<file path="src/hdl/assert_macros.svh">
// Assertion macros shared by the filter kernel accumulator RTL.
`ifndef ASSERT_MACROS_SVH
`define ASSERT_MACROS_SVH

// Concurrent check of a property, sampled on the rising clock edge.
`define FWA_ASSERT(name, clk, rstn, prop, msg) \
    name: assert property (@(posedge clk) disable iff (!rstn) (prop)) else $error(msg);

// Condition in one cycle implies a condition in the next cycle.
`define FWA_ASSERT_NEXT(name, clk, rstn, cond, nxt, msg) \
    name: assert property (@(posedge clk) disable iff (!rstn) (cond) |=> (nxt)) else $error(msg);

`endif

</file>
<file path="src/hdl/fwa_pkg.sv">
// Shared types, constants and exp table functions for the kernel accumulator.
package fwa_pkg;

    localparam int EXP_TABLE_ENTRIES_DEF = 256;
    localparam int EXP_W = 25;
    localparam logic [EXP_W-1:0] ONE_Q24 = 25'h100_0000;

    localparam int NUM_REGS = 6;
    localparam int ADDR_W   = 5;

    localparam logic [2:0] REG_FILTER_MODE = 3'd0;
    localparam logic [2:0] REG_THREE_DIM   = 3'd1;
    localparam logic [2:0] REG_FILTER_W    = 3'd2;
    localparam logic [2:0] REG_INV_W       = 3'd3;
    localparam logic [2:0] REG_NORM        = 3'd4;
    localparam logic [2:0] REG_GAUSS_SCALE = 3'd5;

    localparam logic [1:0] MODE_BOX   = 2'd0;
    localparam logic [1:0] MODE_HAT   = 2'd1;
    localparam logic [1:0] MODE_GAUSS = 2'd2;
    localparam logic [1:0] MODE_QUAD  = 2'd3;

    localparam logic [1:0]  RST_FILTER_MODE = MODE_BOX;
    localparam logic        RST_THREE_DIM   = 1'b1;
    localparam logic [31:0] RST_FILTER_W    = 32'd1048576;
    localparam logic [31:0] RST_INV_W       = 32'd16777216;
    localparam logic [31:0] RST_NORM        = 32'd16777216;
    localparam logic [31:0] RST_GAUSS_SCALE = 32'd8388608;

    localparam logic [33:0] DIV3_RECIP = 34'h0_AAAA_AAAB;

    typedef struct packed {
        logic [1:0]  filter_mode;
        logic        three_dim;
        logic [31:0] filter_width;
        logic [31:0] inv_filter_width;
        logic [31:0] norm_factor;
        logic [31:0] gauss_exp_scale;
    } cfg_t;

    typedef enum logic [4:0] {
        OP_NONE,
        OP_LOAD,
        OP_OM_A,
        OP_SQ_T,
        OP_OM_3A,
        OP_SQ_S,
        OP_DIV3,
        OP_QSUB,
        OP_SH_ONE,
        OP_SH_ZERO,
        OP_SH_T,
        OP_SH_Q,
        OP_SH_MT,
        OP_SH_MQ,
        OP_SQ_A,
        OP_R2_ADD,
        OP_KH,
        OP_KL,
        OP_K,
        OP_POS,
        OP_TAB,
        OP_STEP,
        OP_INTERP,
        OP_W,
        OP_WV,
        OP_C1,
        OP_C2,
        OP_CSUM,
        OP_ACC
    } op_t;

    typedef struct packed {
        op_t        op;
        logic [1:0] axis;
    } cmd_t;

    typedef struct packed {
        logic inside_le;
        logic inside_lt;
        logic small3;
        logic gauss_far;
        logic k_far;
        logic last;
        logic out_busy;
    } status_t;

    // exp(-f) in Q.32 for f < 1.0, truncated Taylor series
    function automatic logic [63:0] exp_frac_q32(input logic [63:0] f);
        logic signed [63:0] sum;
        logic [63:0] term;
        sum  = 64'sh1_0000_0000;
        term = 64'h1_0000_0000;
        for (int k = 1; k <= 24; k++) begin
            term = ((term * f) >> 32) / 64'(k);
            if (k % 2 == 1)
                sum = sum - $signed(term);
            else
                sum = sum + $signed(term);
        end
        return (sum > 0) ? 64'(sum) : 64'd0;
    endfunction

    // Table entry exp(-y) in Q1.24 for y in Q.32
    function automatic logic [EXP_W-1:0] exp_table_value(input logic [63:0] y);
        logic [63:0] e1;
        logic [63:0] r;
        logic [63:0] n;
        e1 = exp_frac_q32(64'h8000_0000);
        e1 = (e1 * e1) >> 32;
        n  = y >> 32;
        r  = exp_frac_q32(y & 64'hFFFF_FFFF);
        for (int j = 0; j < 16; j++) begin
            if (64'(j) < n)
                r = (r * e1) >> 32;
        end
        r = (r + 64'd128) >> 8;
        return r[EXP_W-1:0];
    endfunction

endpackage

</file>
<file path="src/hdl/fwa_ctrl.sv">
// Sequencer that steps one item through the shared multiplier datapath.
`include "assert_macros.svh"
module fwa_ctrl
    import fwa_pkg::*;
(
    input  logic    aclk,
    input  logic    aresetn,
    input  cfg_t    cfg,
    input  logic    s_valid,
    output logic    s_ready,
    input  status_t status,
    output cmd_t    cmd
);

    typedef enum logic [23:0] {
        ST_IDLE   = 24'h000001,
        ST_SEL    = 24'h000002,
        ST_OM     = 24'h000004,
        ST_SQT    = 24'h000008,
        ST_OM3    = 24'h000010,
        ST_SQS    = 24'h000020,
        ST_DIV3   = 24'h000040,
        ST_QSUB   = 24'h000080,
        ST_SHP    = 24'h000100,
        ST_SQA    = 24'h000200,
        ST_R2     = 24'h000400,
        ST_KH     = 24'h000800,
        ST_KL     = 24'h001000,
        ST_K      = 24'h002000,
        ST_POS    = 24'h004000,
        ST_TAB    = 24'h008000,
        ST_STEP   = 24'h010000,
        ST_INTERP = 24'h020000,
        ST_W      = 24'h040000,
        ST_WV     = 24'h080000,
        ST_C1     = 24'h100000,
        ST_C2     = 24'h200000,
        ST_CSUM   = 24'h400000,
        ST_ACC    = 24'h800000
    } state_t;

    state_t     state_reg, state_next;
    logic [1:0] axis_reg, axis_next;
    logic [1:0] last_axis;
    logic       is_hat;

    assign last_axis = cfg.three_dim ? 2'd2 : 2'd1;
    assign is_hat    = (cfg.filter_mode == MODE_HAT);
    assign s_ready   = (state_reg == ST_IDLE);

    always_ff @(posedge aclk) begin
        if (!aresetn) begin
            state_reg <= ST_IDLE;
            axis_reg  <= 2'd0;
        end else begin
            state_reg <= state_next;
            axis_reg  <= axis_next;
        end
    end

    always_comb begin
        state_next = state_reg;
        axis_next  = axis_reg;
        cmd.op     = OP_NONE;
        cmd.axis   = axis_reg;
        case (state_reg)
            ST_IDLE: begin
                axis_next = 2'd0;
                if (s_valid) begin
                    cmd.op     = OP_LOAD;
                    state_next = ST_SEL;
                end
            end
            ST_SEL: begin
                case (cfg.filter_mode)
                    MODE_BOX: begin
                        cmd.op     = status.inside_le ? OP_SH_ONE : OP_SH_ZERO;
                        state_next = ST_W;
                    end
                    MODE_HAT: begin
                        if (status.inside_le) begin
                            state_next = ST_OM;
                        end else begin
                            cmd.op     = OP_SH_ZERO;
                            state_next = ST_W;
                        end
                    end
                    MODE_GAUSS: state_next = ST_SQA;
                    default: begin
                        if (status.inside_lt) begin
                            state_next = ST_OM;
                        end else begin
                            cmd.op     = OP_SH_ZERO;
                            state_next = ST_W;
                        end
                    end
                endcase
            end
            ST_OM: begin
                cmd.op     = OP_OM_A;
                state_next = is_hat ? ST_SHP : ST_SQT;
            end
            ST_SQT: begin
                cmd.op     = OP_SQ_T;
                state_next = status.small3 ? ST_OM3 : ST_SHP;
            end
            ST_OM3: begin
                cmd.op     = OP_OM_3A;
                state_next = ST_SQS;
            end
            ST_SQS: begin
                cmd.op     = OP_SQ_S;
                state_next = ST_DIV3;
            end
            ST_DIV3: begin
                cmd.op     = OP_DIV3;
                state_next = ST_QSUB;
            end
            ST_QSUB: begin
                cmd.op     = OP_QSUB;
                state_next = ST_SHP;
            end
            ST_SHP: begin
                if (axis_reg == 2'd0)
                    cmd.op = is_hat ? OP_SH_T : OP_SH_Q;
                else
                    cmd.op = is_hat ? OP_SH_MT : OP_SH_MQ;
                if (axis_reg == last_axis) begin
                    state_next = ST_W;
                end else begin
                    axis_next  = axis_reg + 2'd1;
                    state_next = ST_OM;
                end
            end
            ST_SQA: begin
                cmd.op     = OP_SQ_A;
                state_next = ST_R2;
            end
            ST_R2: begin
                cmd.op = OP_R2_ADD;
                if (axis_reg == last_axis) begin
                    state_next = ST_KH;
                end else begin
                    axis_next  = axis_reg + 2'd1;
                    state_next = ST_SQA;
                end
            end
            ST_KH: begin
                cmd.op     = OP_KH;
                state_next = ST_KL;
            end
            ST_KL: begin
                if (status.gauss_far) begin
                    cmd.op     = OP_SH_ZERO;
                    state_next = ST_W;
                end else begin
                    cmd.op     = OP_KL;
                    state_next = ST_K;
                end
            end
            ST_K: begin
                cmd.op     = OP_K;
                state_next = ST_POS;
            end
            ST_POS: begin
                if (status.k_far) begin
                    cmd.op     = OP_SH_ZERO;
                    state_next = ST_W;
                end else begin
                    cmd.op     = OP_POS;
                    state_next = ST_TAB;
                end
            end
            ST_TAB: begin
                cmd.op     = OP_TAB;
                state_next = ST_STEP;
            end
            ST_STEP: begin
                cmd.op     = OP_STEP;
                state_next = ST_INTERP;
            end
            ST_INTERP: begin
                cmd.op     = OP_INTERP;
                state_next = ST_W;
            end
            ST_W: begin
                cmd.op     = OP_W;
                state_next = ST_WV;
            end
            ST_WV: begin
                cmd.op     = OP_WV;
                state_next = ST_C1;
            end
            ST_C1: begin
                cmd.op     = OP_C1;
                state_next = ST_C2;
            end
            ST_C2: begin
                cmd.op     = OP_C2;
                state_next = ST_CSUM;
            end
            ST_CSUM: begin
                cmd.op     = OP_CSUM;
                state_next = ST_ACC;
            end
            ST_ACC: begin
                // hold a last item while the previous result is still unread
                if (!(status.last && status.out_busy)) begin
                    cmd.op     = OP_ACC;
                    state_next = ST_IDLE;
                end
            end
            default: state_next = ST_IDLE;
        endcase
    end

    `FWA_ASSERT_NEXT(a_acc_stall, aclk, aresetn, state_reg == ST_ACC && status.last && status.out_busy, state_reg == ST_ACC, "accumulate left while result pending")
    `FWA_ASSERT(a_no_overwrite, aclk, aresetn, cmd.op == OP_ACC |-> !(status.last && status.out_busy), "result overwritten")
    `FWA_ASSERT_NEXT(a_axis_done, aclk, aresetn, state_reg == ST_SHP && axis_reg == last_axis, state_reg == ST_W, "kernel axis loop overran")

endmodule

</file>
<file path="config.mk">
export PLATFORM = sky130hd
export DESIGN_NAME = fwa_ctrl
export DESIGN_NICKNAME = d
export VERILOG_FILES = /design/src/hdl/fwa_pkg.sv /design/src/hdl/fwa_ctrl.sv
export VERILOG_INCLUDE_DIRS = /design/src /design/src/hdl
export SDC_FILE = /design/constraint.sdc
export NUM_CORES = 1
export LEC_CHECK = 0
export BUFFER_PORTS_ARGS = -buffer_cell sky130_fd_sc_hd__buf_4
export CORE_MARGIN = 2
export CORE_UTILIZATION = 42
export DETAILED_ROUTE_END_ITERATION = 6
export GPL_TIMING_DRIVEN = 0
export PLACE_DENSITY = 0.88
export SLEW_MARGIN = 25
export SYNTH_ARGS = -nofsm -noshare
export SYNTH_HDL_FRONTEND = slang
export SYNTH_SLANG_ARGS = --single-unit
</file>
<file path="constraint.sdc">
create_clock -name aclk -period 3.8 [get_ports aclk]
set_input_delay 0.95 -clock aclk [delete_from_list [all_inputs] [get_ports aclk]]
set_output_delay 0.95 -clock aclk [all_outputs]
set_load 0.1 [all_outputs]
</file>
==> results by group <==
Timing
  – Clk_skew: 0.00197 ns
  – Setup-failing EPs final: 0
  – Final Hold Fails: 0
  – Setup Total Neg Slack: 0 ns
  – Fin Hold WS: roughly 0.55 ns
  – Crit share post-route: between 90% and 100%
  – Worst Tran Pin Value: about 0.57 ns
  – Max_slew headroom: between 60% and 70%
  – Fmax achieved: about 270 MHz
  – Fin crit period: around 3.7 ns
  – RSZ-0062 raised after global routing: no
  – Final Max Tran Viols: 0

Yosys
  – Synth warn: 0
  – Post-Synth Adder-Cell Area: less than 1%
  – Compound-cell area share of the yosys netlist: 13.4%
  – Yosys reg bits: 26
  – Cells after synthesis: 226
  – Mapped Nets: 368
  – Post-Syn Area: around 0.0018 mm²
  – Synth Area in XOR/XNOR: under 10%
  – Seq/Total Area, Yosys: ~29%
  – Post-synth EDFFs: 0
  – Post-synthesis mux area share: less than 1%
  – Post-synth ARST share: 0%
  – Simple-Gate Fraction of Synth Area: a little under half
  – Synth Area per Inst: a little over 8 µm²
  – Largest family of logic cells by synthesized area: simple AND/OR/NAND/NOR gates
  – Synth unique cells: 53
  – Post-synth top flop: dfxtp_1

Global routing
  – Vias in the first global route: about 1.7k
  – Pin count of the biggest net entering global routing: 15
  – M3 GR Usage: 3.34%
  – Grt peak-use layer: met2
  – Gr ovfl total: 0
  – Met1 Track Usage GR: between 20% and 30%
  – GRT Overall Usage: 19.3%
  – First-pass GRT wire length: approximately 7700 µm
  – Initial antenna violation count: 0
  – Met2 GRT Util: between 30% and 40%

Routing
  – Vias/cell: between 6 and 7
  – Router iterations before antenna repair: 5
  – Detailed Route WL: roughly 4800 µm
  – Detail Route Antenna Nets: 0
  – DRT iter0 DRCs: 190
  – Wire per inst: around 16 µm
  – DRC violations left: 0
  – DR vias: about 1.9k

CTS
  – Clock Latency Late Sink: about 0.28 ns
  – CTS tree: done
  – Hold buffer count at cts: 0
  – Post_cts resized: 0
  – Clock buffer depth: 2
  – Post-CTS setup buffer count: 0
  – Clock Root Buffer: clkbuf_8
  – Clk sinks: 26
  – H-tree levels: 1
  – Total CTS buffers: 3
  – CTS clk-pin slew, worst paths: about 0.090 ns

Pwr
  – Switch share: slightly above 30%
  – Sequential share of power: between 40% and 50%
  – Static leakage: 0.000811 µW
  – Design internal power: approximately 410 µW
  – Max IR drop VDD: approximately 0.19 mV
  – Power Dens Cells: between 200 and 300 mW/mm²
  – Comb pwr share: between 20% and 30%
  – Clk pwr share: between 30% and 40%
  – Sw power: about 180 µW
  – Total Power: approximately 590 µW

Finish
  – Layout cell share with drive strength beyond 1: ~20%
  – Layout area overhead: 16.0%
  – Final Non-Filler Cells: 300
  – Cell area after layout: ~0.0021 mm²
  – Final #Nets: 393
  – # diodes: 0
  – Max reg flops: 24

Floorplan
  – # rows: 23
  – Boundary Pins: around 150
  – Core ar.: 0.00409 mm²
  – Die Ht: roughly 70 µm
  – Die Area: around 0.005 mm²
  – Chip width: roughly 70 µm
  – Initial Utilization: roughly 45%

Status
  – Outcome: completed

Critical path
  – Reg2Reg Setup Slack: 1.37 ns
  – Critical path data required time: 2.85 ns
  – CP max FO: 10
  – CP Cell Sequence: nor4_1, nand3_1, buf_2, buf_1, nor4_1, a221oi_1, nand3_1, buf_4
  – Slowest CP cell: nor4_1
  – Slowest stage delay, CP: between 0.5 and 0.6 ns
  – Critical path class: flop to primary output
  – CP Capture Type: primary output
  – Arrival time worst endpoint: between 2 and 3 ns
  – Element type at the critical path start: flop

Min path
  – Worst min path class: flop to flop

Placement
  – Area after DPL: roughly 0.002 mm²
  – GP Congestion: between 0.9 and 1
  – IO buf count: 20
  – Post-detail-place hpwl: 3620 µm
  – DP Cell Count: just under 300

Flow run
  – Max-Cap Viols: 0
==> worst max-delay path: cells and delay by family (launching register included) <==
kind	cells	cell delay, ns
AO/OA/AOI/OAI	1	0.12
buffers and inverters	3	0.78
flip-flops	1	0.36
AND/OR/NAND/NOR	4	1.21
==> cell type report <==
type | instances | area (µm²)
multi-input combinational | 178 | 1220
buffer | 9 | 51.3
sequential | 26 | 520
tap | 50 | 62.6
inverter | 13 | 48.8
fill | 392 | 1970
timing repair buffer | 20 | 150
clock buffer | 4 | 55.1
==> per-stage QoR <==
stage	setup WS [ns]	util, %
after floorplan	0.416	-
after global placement	0.443	49.8
after detailed placement	0.437	49.8
after CTS	0.111	51.1
after global routing	0.00248	51.7
final	0.0893	51.7
==> path summary, 6_finish.rpt <==
path	start	end	depth (start not counted)
setup / recovery	state_reg[0]	cmd[5]	8
hold / removal	state_reg[16]	state_reg[17]	2
setup reg to reg	state_reg[10]	state_reg[18]	7
hold reg to reg	state_reg[16]	state_reg[17]	2
==> placed cells by master, fill, tap and decap left out, drive strengths merged, types with 4 or more instances in the layout <==
cell type	n
inv	13
nand4b	4
nand4	8
nor2	29
nand3b	6
dfxtp	26
nand2	14
a21oi	8
buf	27
xor2	6
nor4	19
nor2b	5
nand3	8
clkbuf	6
nand2b	4
o21ai	5
nor3	15
and3	4
==> power by group through the flow <==
| stage | clock network [µW] | registers [µW] | logic [µW] |
|---|---|---|---|
| finish | 189 | 278 | 122 |
| global route | 197 | 278 | 129 |
| CTS | 185 | 278 | 119 |
| detailed placement | 0 | 284 | 118 |
| global placement | 0 | 284 | 117 |
| floorplan | 0 | 284 | 83.6 |
==> cell families after synthesis <==
family / Yosys count
AOI/OAI and AO/OA: 33
and+or+nand+nor: 134
buffers and inverters: 22
adders and majority gates: 1
xor gates and xnor gates: 9
DFF: 26
muxes: 1
==> synthesized netlist by cell type, types with 5 or more instances <==
| library cell | count | area [µm²] |
|---|---|---|
| inv_1 | 13 | 48.8 |
| nor4_1 | 14 | 87.6 |
| nand2_1 | 14 | 52.6 |
| nor2b_1 | 5 | 31.3 |
| nor2_1 | 29 | 109 |
| nand3_1 | 8 | 40.0 |
| o21ai_0 | 5 | 25.0 |
| nand4_1 | 7 | 43.8 |
| xor2_1 | 6 | 52.6 |
| a21oi_1 | 8 | 40.0 |
| dfxtp_1 | 26 | 521 |
| nand3b_1 | 6 | 45.0 |
| nor3_1 | 14 | 70.1 |
| buf_2 | 5 | 25.0 |
==> per-layer routing <==
layer	up-vias	wire length [µm]
met3	16	501
met5	-	0
met4	0	130
met1	864	1940
met2	126	2240
li1	900	-
(Power assumes the default switching activity.)
