`config.mk`:
```
export PLATFORM = sky130hd
export DESIGN_NAME = fwa_regs
export DESIGN_NICKNAME = d
export VERILOG_FILES = /design/src/hdl/assert_macros.svh /design/src/hdl/fwa_pkg.sv /design/src/hdl/fwa_regs.sv
export SDC_FILE = /design/constraint.sdc
export NUM_CORES = 1
export LEC_CHECK = 0
export ABC_AREA = 1
export BUFFER_PORTS_ARGS = -buffer_cell sky130_fd_sc_hd__buf_2
export CORE_ASPECT_RATIO = 1.75
export CORE_MARGIN = 2
export CORE_UTILIZATION = 45
export DETAILED_ROUTE_END_ITERATION = 16
export HOLD_SLACK_MARGIN = 0.02
export PLACE_DENSITY = 0.73
export SYNTH_ARGS = -nofsm -noshare
export SYNTH_HDL_FRONTEND = slang
export SYNTH_SLANG_ARGS = --single-unit
```
`constraint.sdc`:
```
create_clock -name aclk -period 1.1 [get_ports aclk]
set_clock_uncertainty 0.1 [all_clocks]
set_input_delay 0.165 -clock aclk [delete_from_list [all_inputs] [get_ports aclk]]
set_output_delay 0.165 -clock aclk [all_outputs]
set_load 0.05 [all_outputs]
```
`src/hdl/assert_macros.svh`:
```
// Assertion macros shared by the filter kernel accumulator RTL.
`ifndef ASSERT_MACROS_SVH
`define ASSERT_MACROS_SVH

// Concurrent check of a property, sampled on the rising clock edge.
`define FWA_ASSERT(name, clk, rstn, prop, msg) \
    name: assert property (@(posedge clk) disable iff (!rstn) (prop)) else $error(msg);

// Condition in one cycle implies a condition in the next cycle.
`define FWA_ASSERT_NEXT(name, clk, rstn, cond, nxt, msg) \
    name: assert property (@(posedge clk) disable iff (!rstn) (cond) |=> (nxt)) else $error(msg);

`endif

```
`src/hdl/fwa_pkg.sv`:
```
// Shared types, constants and exp table functions for the kernel accumulator.
package fwa_pkg;

    localparam int EXP_TABLE_ENTRIES_DEF = 256;
    localparam int EXP_W = 25;
    localparam logic [EXP_W-1:0] ONE_Q24 = 25'h100_0000;

    localparam int NUM_REGS = 6;
    localparam int ADDR_W   = 5;

    localparam logic [2:0] REG_FILTER_MODE = 3'd0;
    localparam logic [2:0] REG_THREE_DIM   = 3'd1;
    localparam logic [2:0] REG_FILTER_W    = 3'd2;
    localparam logic [2:0] REG_INV_W       = 3'd3;
    localparam logic [2:0] REG_NORM        = 3'd4;
    localparam logic [2:0] REG_GAUSS_SCALE = 3'd5;

    localparam logic [1:0] MODE_BOX   = 2'd0;
    localparam logic [1:0] MODE_HAT   = 2'd1;
    localparam logic [1:0] MODE_GAUSS = 2'd2;
    localparam logic [1:0] MODE_QUAD  = 2'd3;

    localparam logic [1:0]  RST_FILTER_MODE = MODE_BOX;
    localparam logic        RST_THREE_DIM   = 1'b1;
    localparam logic [31:0] RST_FILTER_W    = 32'd1048576;
    localparam logic [31:0] RST_INV_W       = 32'd16777216;
    localparam logic [31:0] RST_NORM        = 32'd16777216;
    localparam logic [31:0] RST_GAUSS_SCALE = 32'd8388608;

    localparam logic [33:0] DIV3_RECIP = 34'h0_AAAA_AAAB;

    typedef struct packed {
        logic [1:0]  filter_mode;
        logic        three_dim;
        logic [31:0] filter_width;
        logic [31:0] inv_filter_width;
        logic [31:0] norm_factor;
        logic [31:0] gauss_exp_scale;
    } cfg_t;

    typedef enum logic [4:0] {
        OP_NONE,
        OP_LOAD,
        OP_OM_A,
        OP_SQ_T,
        OP_OM_3A,
        OP_SQ_S,
        OP_DIV3,
        OP_QSUB,
        OP_SH_ONE,
        OP_SH_ZERO,
        OP_SH_T,
        OP_SH_Q,
        OP_SH_MT,
        OP_SH_MQ,
        OP_SQ_A,
        OP_R2_ADD,
        OP_KH,
        OP_KL,
        OP_K,
        OP_POS,
        OP_TAB,
        OP_STEP,
        OP_INTERP,
        OP_W,
        OP_WV,
        OP_C1,
        OP_C2,
        OP_CSUM,
        OP_ACC
    } op_t;

    typedef struct packed {
        op_t        op;
        logic [1:0] axis;
    } cmd_t;

    typedef struct packed {
        logic inside_le;
        logic inside_lt;
        logic small3;
        logic gauss_far;
        logic k_far;
        logic last;
        logic out_busy;
    } status_t;

    // exp(-f) in Q.32 for f < 1.0, truncated Taylor series
    function automatic logic [63:0] exp_frac_q32(input logic [63:0] f);
        logic signed [63:0] sum;
        logic [63:0] term;
        sum  = 64'sh1_0000_0000;
        term = 64'h1_0000_0000;
        for (int k = 1; k <= 24; k++) begin
            term = ((term * f) >> 32) / 64'(k);
            if (k % 2 == 1)
                sum = sum - $signed(term);
            else
                sum = sum + $signed(term);
        end
        return (sum > 0) ? 64'(sum) : 64'd0;
    endfunction

    // Table entry exp(-y) in Q1.24 for y in Q.32
    function automatic logic [EXP_W-1:0] exp_table_value(input logic [63:0] y);
        logic [63:0] e1;
        logic [63:0] r;
        logic [63:0] n;
        e1 = exp_frac_q32(64'h8000_0000);
        e1 = (e1 * e1) >> 32;
        n  = y >> 32;
        r  = exp_frac_q32(y & 64'hFFFF_FFFF);
        for (int j = 0; j < 16; j++) begin
            if (64'(j) < n)
                r = (r * e1) >> 32;
        end
        r = (r + 64'd128) >> 8;
        return r[EXP_W-1:0];
    endfunction

endpackage

```
`src/hdl/fwa_regs.sv`:
```
// APB configuration register block.
module fwa_regs
    import fwa_pkg::*;
(
    input  logic              aclk,
    input  logic              aresetn,
    input  logic              psel,
    input  logic              penable,
    input  logic              pwrite,
    input  logic [ADDR_W-1:0] paddr,
    input  logic [31:0]       pwdata,
    output logic [31:0]       prdata,
    output logic              pready,
    output cfg_t              cfg
);

    cfg_t       cfg_reg;
    logic [2:0] reg_idx;
    logic       wr_en;

    assign reg_idx = paddr[4:2];
    assign pready  = 1'b1;
    assign wr_en   = psel && penable && pwrite;
    assign cfg     = cfg_reg;

    always_ff @(posedge aclk) begin
        if (!aresetn) begin
            cfg_reg.filter_mode      <= RST_FILTER_MODE;
            cfg_reg.three_dim        <= RST_THREE_DIM;
            cfg_reg.filter_width     <= RST_FILTER_W;
            cfg_reg.inv_filter_width <= RST_INV_W;
            cfg_reg.norm_factor      <= RST_NORM;
            cfg_reg.gauss_exp_scale  <= RST_GAUSS_SCALE;
        end else if (wr_en) begin
            case (reg_idx)
                REG_FILTER_MODE: cfg_reg.filter_mode      <= pwdata[1:0];
                REG_THREE_DIM:   cfg_reg.three_dim        <= pwdata[0];
                REG_FILTER_W:    cfg_reg.filter_width     <= pwdata;
                REG_INV_W:       cfg_reg.inv_filter_width <= pwdata;
                REG_NORM:        cfg_reg.norm_factor      <= pwdata;
                REG_GAUSS_SCALE: cfg_reg.gauss_exp_scale  <= pwdata;
                default: ;
            endcase
        end
    end

    always_comb begin
        case (reg_idx)
            REG_FILTER_MODE: prdata = {30'd0, cfg_reg.filter_mode};
            REG_THREE_DIM:   prdata = {31'd0, cfg_reg.three_dim};
            REG_FILTER_W:    prdata = cfg_reg.filter_width;
            REG_INV_W:       prdata = cfg_reg.inv_filter_width;
            REG_NORM:        prdata = cfg_reg.norm_factor;
            REG_GAUSS_SCALE: prdata = cfg_reg.gauss_exp_scale;
            default:         prdata = 32'd0;
        endcase
    end

endmodule

```
==> metrics.md, run 1 <==
| Metric | Value |
|---|---|
| Setup WS pre-CTS | `-0.536 ns` |
| Ys async rst share | `0%` |
| Most frequent cell after synthesis | `nand2_1` |
| Sequential cell area fraction in the yosys report | `between 40% and 50%` |
| # H-tree levels | `4` |
| Ys Warns | `0` |
| Number of flops mapped to enable cells by yosys | `0` |
| Clk sink count | `131` |
| Tot GR Track Use | `between 60% and 70%` |
| Synth top area share | `42.1%` |
| Largest net degree at the start of global routing | `46` |
| Synth area leaders | `dfxtp_1 42%, nand2_1 16%, nor2_1 15%` |
| Die extent in y | `around 160 um` |
| # IOs | `206` |
| Synthesized flop and latch total | `131` |
| Mapped Nets | `approximately 1000` |
| DP HPWL | `between 15 and 20 mm` |
| Mapped cell area | `0.00623 mm^2` |
| GP Congestion | `0.830` |
| Post-synthesis cell count | `roughly 950` |
| Synth top cells by count | `268 x nand2_1, 257 x nor2_1, 131 x dfxtp_1, 95 x nand4_1, 73 x nand3_1` |
| Total global routing overflow | `14` |
| Area after DPL | `0.00826 mm^2` |
| Area leader, netlist | `dfxtp_1` |
| Num CTS Buffers | `17` |
| CTS max path bufs | `2` |
| Top FF cell, synth | `dfxtp_1` |
| Halt Reason | `[ERROR GRT-0232] Routing congestion too high. Check the congestion heatmap in the GUI.` |
| WEP type | `top-level output` |
| Worst Endpoint after GRT Repair | `prdata[22]` |
| Clk Tree Root Cell | `clkbuf_16` |
| Die X | `92.9 um` |
| Status | `stopped before the end` |
| Initial Utilization | `about 46%` |
| Average cell area after synthesis | `6.53 um^2` |
| Yosys cell types | `20` |
| Buffers added on ports | `202` |
| FP Rows | `56` |
| Last stage reached | `global routing` |
what timing repair did:
action,in CTS
cloned,5
setup buffers,23
setup endpoints to repair,237
pin swaps,41
gates resized for setup,574
hold buffers,32
hold endpoints to repair,70
cell families after synthesis:
kind of cell	count (synthesis)	synth area share [%]
simple gates	704	48.7
buf+inv	114	8.86
compound gates	4	0.321
other cells	1	0.0602
flops	131	42.1
stage by stage:
step | setup TNS (ns) | instances
4_1_cts | -31.27 | 1442
3_5_place_dp | -71.06 | 1351
3_3_place_gp | -67.95 | 1351
2_1_floorplan | -9.11 | 954
routing by layer:
layer	GRT overflow	global-route usage, %
met1	0	66.7
met2	5	89.8
met3	0	49.3
met4	9	70.5
met5	0	4.17
==> run 2, diff against run 1 <==
CORE_ASPECT_RATIO = default   (was 1.75)
CORE_UTILIZATION = 30   (was 45)
HOLD_SLACK_MARGIN = default   (was 0.02)
PLACE_DENSITY = default   (was 0.73)
PLACE_DENSITY_LB_ADDON = 0.15   (was default)
clock period = 1.45 ns   (was 1.1 ns; I/O delays follow)
==> metrics.md, run 2 <==
| Metric | Value |
|---|---|
| Fill count | `2094` |
| # setup viols final | `32` |
| Fin worst setup slack | `-0.130 ns` |
| Clk sink count | `131` |
| Uppermost layer routed | `met4` |
| First-pass GRT wire length | `~37 mm` |
| Die Area | `0.0219 mm^2` |
| Via/cell ratio | `between 4 and 5` |
| # H-tree levels | `4` |
| Antenna Cells | `0` |
| Layout cells sized above 1 | `37.5%` |
| CTS tree | `done` |
| Routed WL per cell | `16.3 um` |
| Net count, final | `~1200` |
| Antenna Nets Post-Route | `0` |
| Area Growth Syn to Fin | `56.2%` |
| Hold WS | `0.0367 ns` |
| Met3 WL | `1.80 mm` |
| Failing checks | `negative setup slack` |
| Most frequent cells in the layout | `254 x nor2_1, 235 x nand2_1, 137 x buf_2, 95 x nand4_1, 75 x buf_4` |
| Setup_tns | `-2.47 ns` |
| DP HPWL | `15.6 mm` |
| Total number of vias | `roughly 7200` |
| Tot GR Track Use | `between 20 and 25%` |
| Ys async rst share | `0%` |
| Final hold viol count | `0` |
| # IOs | `between 200 and 250` |
| Mapped Nets | `996` |
| Core footprint | `0.0203 mm^2` |
| Clk Tree Root Cell | `clkbuf_16` |
| Power Density | `1020 mW/mm^2` |
| CP endpoint kind | `output port` |
| F_max | `roughly 630 MHz` |
| Antenna violations before repair | `0` |
| 1st-iter DRT viols | `361` |
| Number of flops mapped to enable cells by yosys | `0` |
| Most frequent cell after synthesis | `nand2_1` |
| Die X | `148 um` |
| Sequential cell area fraction in the yosys report | `42.1%` |
| Post-layout util | `47.9%` |
| Worst hold path type | `in -> reg` |
| Synthesized flop and latch total | `131` |
| Area leader, netlist | `dfxtp_1` |
| Setup WS pre-CTS | `-0.261 ns` |
| DRC viols | `0` |
| Final WL | `around 24 mm` |
| Synth top cells by count | `268 x nand2_1, 257 x nor2_1, 131 x dfxtp_1, 95 x nand4_1, 73 x nand3_1` |
| Buffers added on ports | `between 200 and 250` |
| Fin crit share | `109%` |
| Synth top area share | `42.1%` |
| Clk slew on worst S/H paths | `0.06 ns` |
| Slew Limit Fails | `0` |
| Tmin final | `1.58 ns` |
| Area after DPL | `just over 0.008 mm^2` |
| Top FF cell, synth | `dfxtp_1` |
| Drt first pass iters | `5` |
| Mapped cell area | `0.00623 mm^2` |
| GP Congestion | `0.766` |
| Max_cap viols | `0` |
| CTS max path bufs | `2` |
| Yosys cell types | `20` |
| Num CTS Buffers | `17` |
| Number of global-route vias before repair | `6550` |
| FP Rows | `52` |
| Worst EP required | `1.13 ns` |
| Ys Warns | `0` |
| Non-filler cells, final | `1486` |
| RSZ-0062 raised after global routing | `true` |
| Post-synthesis cell count | `~950` |
| Average cell area after synthesis | `6.53 um^2` |
| Critical Path Start Type | `primary input` |
| Die extent in y | `148 um` |
| Status | `complete, but fails checks` |
| DRT met1 WL | `11.1 mm` |
| Worst IR Drop VDD | `0.798 mV` |
| Critical path type | `in -> out` |
| Fin area | `0.00973 mm^2` |
| Total global routing overflow | `0` |
| Crit path DAT | `between 1 and 1.5 ns` |
| Power, Total | `9.92 mW` |
| Initial Utilization | `between 30% and 40%` |
| Worst-skew pair later-pin latency | `slightly above 0.4 ns` |
| Leak pwr | `4.63 nW` |
| Commonest non-fill, non-tap cell in the layout | `nor2_1` |
| Placed Cells incl. Taps | `1415` |
| Met2 wire length | `approximately 11 mm` |
| Synth area leaders | `dfxtp_1 42%, nand2_1 16%, nor2_1 15%` |
| Largest fanout on the critical path | `8` |
| Number of flip-flops in the largest register | `131` |
| Largest net degree at the start of global routing | `41` |
## run 2: cell counts after synthesis
Identical to the previous run, type by type.
## run 2: final timing paths
| kind | startpoint | end | slack, ns | cells past startpoint |
|---|---|---|---|---|
| min reg2reg | cfg[128] | cfg[128] | 0.36 | 2 |
| max reg2reg | cfg[130] | cfg[130] | 0.64 | 3 |
| max | paddr[2] | prdata[13] | -0.13 | 9 |
| min | pwdata[15] | cfg[79] | 0.04 | 5 |
## run 2: kinds of logic (layout without fill, tap and decap cells)
logic type | after synthesis | in the layout | synth area share, %
other | 1 | 1 | 0.0602
and+or+nand+nor | 704 | 704 | 48.7
buffers and inverters | 114 | 376 | 8.86
DFF | 131 | 131 | 42.1
AOI/OAI and AO/OA | 4 | 4 | 0.321
## run 2: cell type report
type | instances | area (um^2) | area share, %
Sequential cell | 131 | 2720 | 27.9
Multi-Input combinational cell | 709 | 3230 | 33.2
Clock inverter | 15 | 254 | 2.61
Clock buffer | 17 | 425 | 4.37
Inverter | 39 | 179 | 1.84
Tap cell | 270 | 338 | 3.47
Timing Repair Buffer | 305 | 2590 | 26.6
## run 2: worst max-delay path, stage by stage
cell     delay, ns
buf_12        0.12
buf_6         0.12
nor2_4        0.12
buf_12        0.14
buf_12        0.13
buf_8         0.11
nand2_2       0.04
nand4_1       0.09
buf_6         0.17
## run 2: routing by layer
metal / vias to the layer above / global-route usage (%)
met5: - / 0
met3: 33 / 5.49
li1: 3561 / -
met2: 243 / 33.8
met4: 0 / 6.86
met1: 3326 / 29.5
## run 2: repair_timing
item / CTS / global route
gates cloned: 5 / 2
setup endpoints to repair: 32 / 51
endpoints found under the hold margin: 5 / 0
hold buffers: 4 / 0
setup buffers: 20 / 9
gates resized for setup: 122 / 74
pin swaps: 15 / 26
## run 2: where the power goes
part | switching [mW] | internal (mW)
registers | 0.0435 | 3.65
clock network | 1.76 | 3.25
logic | 0.774 | 0.449
Note: power is estimated with default switching activity, not from simulation.
==> run 3, diff against run 2 <==
CORE_MARGIN = default   (was 2)
clock period = 1.6 ns   (was 1.45 ns; I/O delays follow)
==> metrics.md, run 3 (synthesis results as in run 2) <==
| Metric | Value |
|---|---|
| CP endpoint kind | `output port` |
| Die extent in y | `146 um` |
| Drt first pass iters | `7` |
| F_max | `609 MHz` |
| Die Area | `0.0213 mm^2` |
| Switching power | `2.21 mW` |
| Die X | `roughly 150 um` |
| Crit path DAT | `between 1 and 1.5 ns` |
| Initial Utilization | `30.7%` |
| Placed Cells incl. Taps | `1404` |
| Total global routing overflow | `0` |
| Final WL | `around 24 mm` |
| Total number of vias | `6990` |
| Most crowded layer after global routing | `met2` |
| Non-filler cells, final | `1468` |
| Buffers added on ports | `202` |
| Power Density | `887 mW/mm^2` |
| Number of flip-flops in the largest register | `approximately 130` |
| Setup_tns | `-0.187 ns` |
| Number of global-route vias before repair | `6382` |
| Sequential share of power | `40.8%` |
| # H-tree levels | `4` |
| DP HPWL | `about 15 mm` |
| Worst IR Drop VDD | `0.681 mV` |
| Power, Total | `8.19 mW` |
| DRC viols | `0` |
| Sw Ratio | `~27%` |
| Critical path type | `in -> out` |
| First-pass GRT wire length | `~37 mm` |
| Hold WS | `between 0.06 and 0.07 ns` |
| Fin area | `roughly 0.009 mm^2` |
| Cells on worst reg2reg path | `3` |
| Worst hold path type | `in -> reg` |
| CTS max path bufs | `2` |
| Met3 Track Usage GR | `5.59%` |
| Most frequent cells in the layout | `257 x nor2_1, 239 x nand2_1, 166 x buf_2, 114 x dfxtp_1, 95 x nand4_1` |
| Max_cap viols | `0` |
| Antenna violations before repair | `0` |
| Routed WL per cell | `around 16 um` |
| Worst-skew pair later-pin latency | `0.41 ns` |
| Tot GR Track Use | `22.1%` |
| Slew Limit Fails | `0` |
| Antenna Nets Post-Route | `0` |
| Failing checks | `negative setup slack` |
| Gate power share | `13.1%` |
| Worst EP required | `1.26 ns` |
| Clock power share | `around 46%` |
| Commonest non-fill, non-tap cell in the layout | `nor2_1` |
| Int Pwr | `5.98 mW` |
| CTS tree | `done` |
| Net count, final | `1227` |
| GP Congestion | `0.785` |
| Clk sink count | `131` |
| Largest fanout on the critical path | `6` |
| Clk Tree Root Cell | `clkbuf_16` |
| 1st-iter DRT viols | `382` |
| Tmin final | `1.64 ns` |
| # setup viols final | `13` |
| Antenna Cells | `0` |
| Fin worst setup slack | `-0.0418 ns` |
| Num CTS Buffers | `17` |
| Final hold viol count | `0` |
| Leak pwr | `4.41 nW` |
| Area after DPL | `0.00782 mm^2` |
| Fill count | `2138` |
| Met1 GRT Util | `around 29%` |
| Critical Path Start Type | `primary input` |
| FP Rows | `52` |
| Fin crit share | `103%` |
| Status | `complete, but fails checks` |
| Layout cells sized above 1 | `31.1%` |
| Core footprint | `0.0203 mm^2` |
| Largest net degree at the start of global routing | `47` |
| Clk slew on worst S/H paths | `0.06 ns` |
| RSZ-0062 raised after global routing | `true` |
| Via/cell ratio | `4.76` |
| GR Layer Usage met2 | `35.5%` |
| Area Growth Syn to Fin | `48.2%` |
| # IOs | `206` |
| Hold depth | `5` |
==> run 3: cell count changes in the layout (fill, tap and decap cells not counted), sizes merged <==
cell | before | now
clkbuf | 39 | 27
bufinv | 6 | 1
inv | 41 | 39
bufbuf | 2 | 3
==> run 3: worst paths after layout <==
check                                 from         end  slack [ns]
worst max-delay path              paddr[4]  prdata[11]       -0.04
worst min-delay path            pwdata[31]     cfg[95]        0.07
worst max register to register      cfg[0]      cfg[0]        0.81
worst min register to register     cfg[11]     cfg[11]        0.38
==> run 3: repair_timing <==
item	CTS	global route
gates resized for setup	81	60
endpoints found under the hold margin	5	0
pin swaps	2	20
endpoints found under the setup margin	32	32
hold buffers	4	0
gates cloned	5	3
setup buffers	14	8
==> run 3: layer usage <==
metal  part of all wire [%]  vias up
li1                       -     3517
met1                     47     3226
met2                     46      220
met3                    6.2       27
met4                    1.5        0
met5                      0        -
==> run 3: stage by stage <==
step	utilization [%]	setup slack, ns
5_1_grt	45.5	-0.0589
3_5_place_dp	38.5	-0.149
3_3_place_gp	38.5	-0.160
2_1_floorplan	-	-0.00415
6_report	45.5	-0.0418
4_1_cts	44.1	-0.0358
==> run 3: worst max-delay path: stages <==
cell	delay [ns]
buf_8	0.09
inv_6	0.04
buf_4	0.13
nor2_4	0.13
buf_12	0.16
buf_12	0.14
nand2_2	0.04
nand4_1	0.14
buf_6	0.19
==> run 3: power by group through the flow <==
stage | combinational [mW] | sequential [mW] | clock, mW
after floorplan | 0.439 | 3.55 | 0
after global placement | 0.914 | 3.41 | 0
after detailed placement | 0.915 | 3.41 | 0
after CTS | 1.03 | 3.34 | 3.84
after global routing | 1.15 | 3.35 | 4.01
final | 1.07 | 3.34 | 3.77
==> run 3: cell type report <==
type	count	area [um^2]	area share, %
Clock buffer	24	492	5.33
Clock inverter	8	76.3	0.827
Inverter	39	156	1.69
Multi-Input combinational cell	709	3190	34.5
Sequential cell	131	2640	28.6
Tap cell	270	338	3.66
Timing Repair Buffer	287	2340	25.3
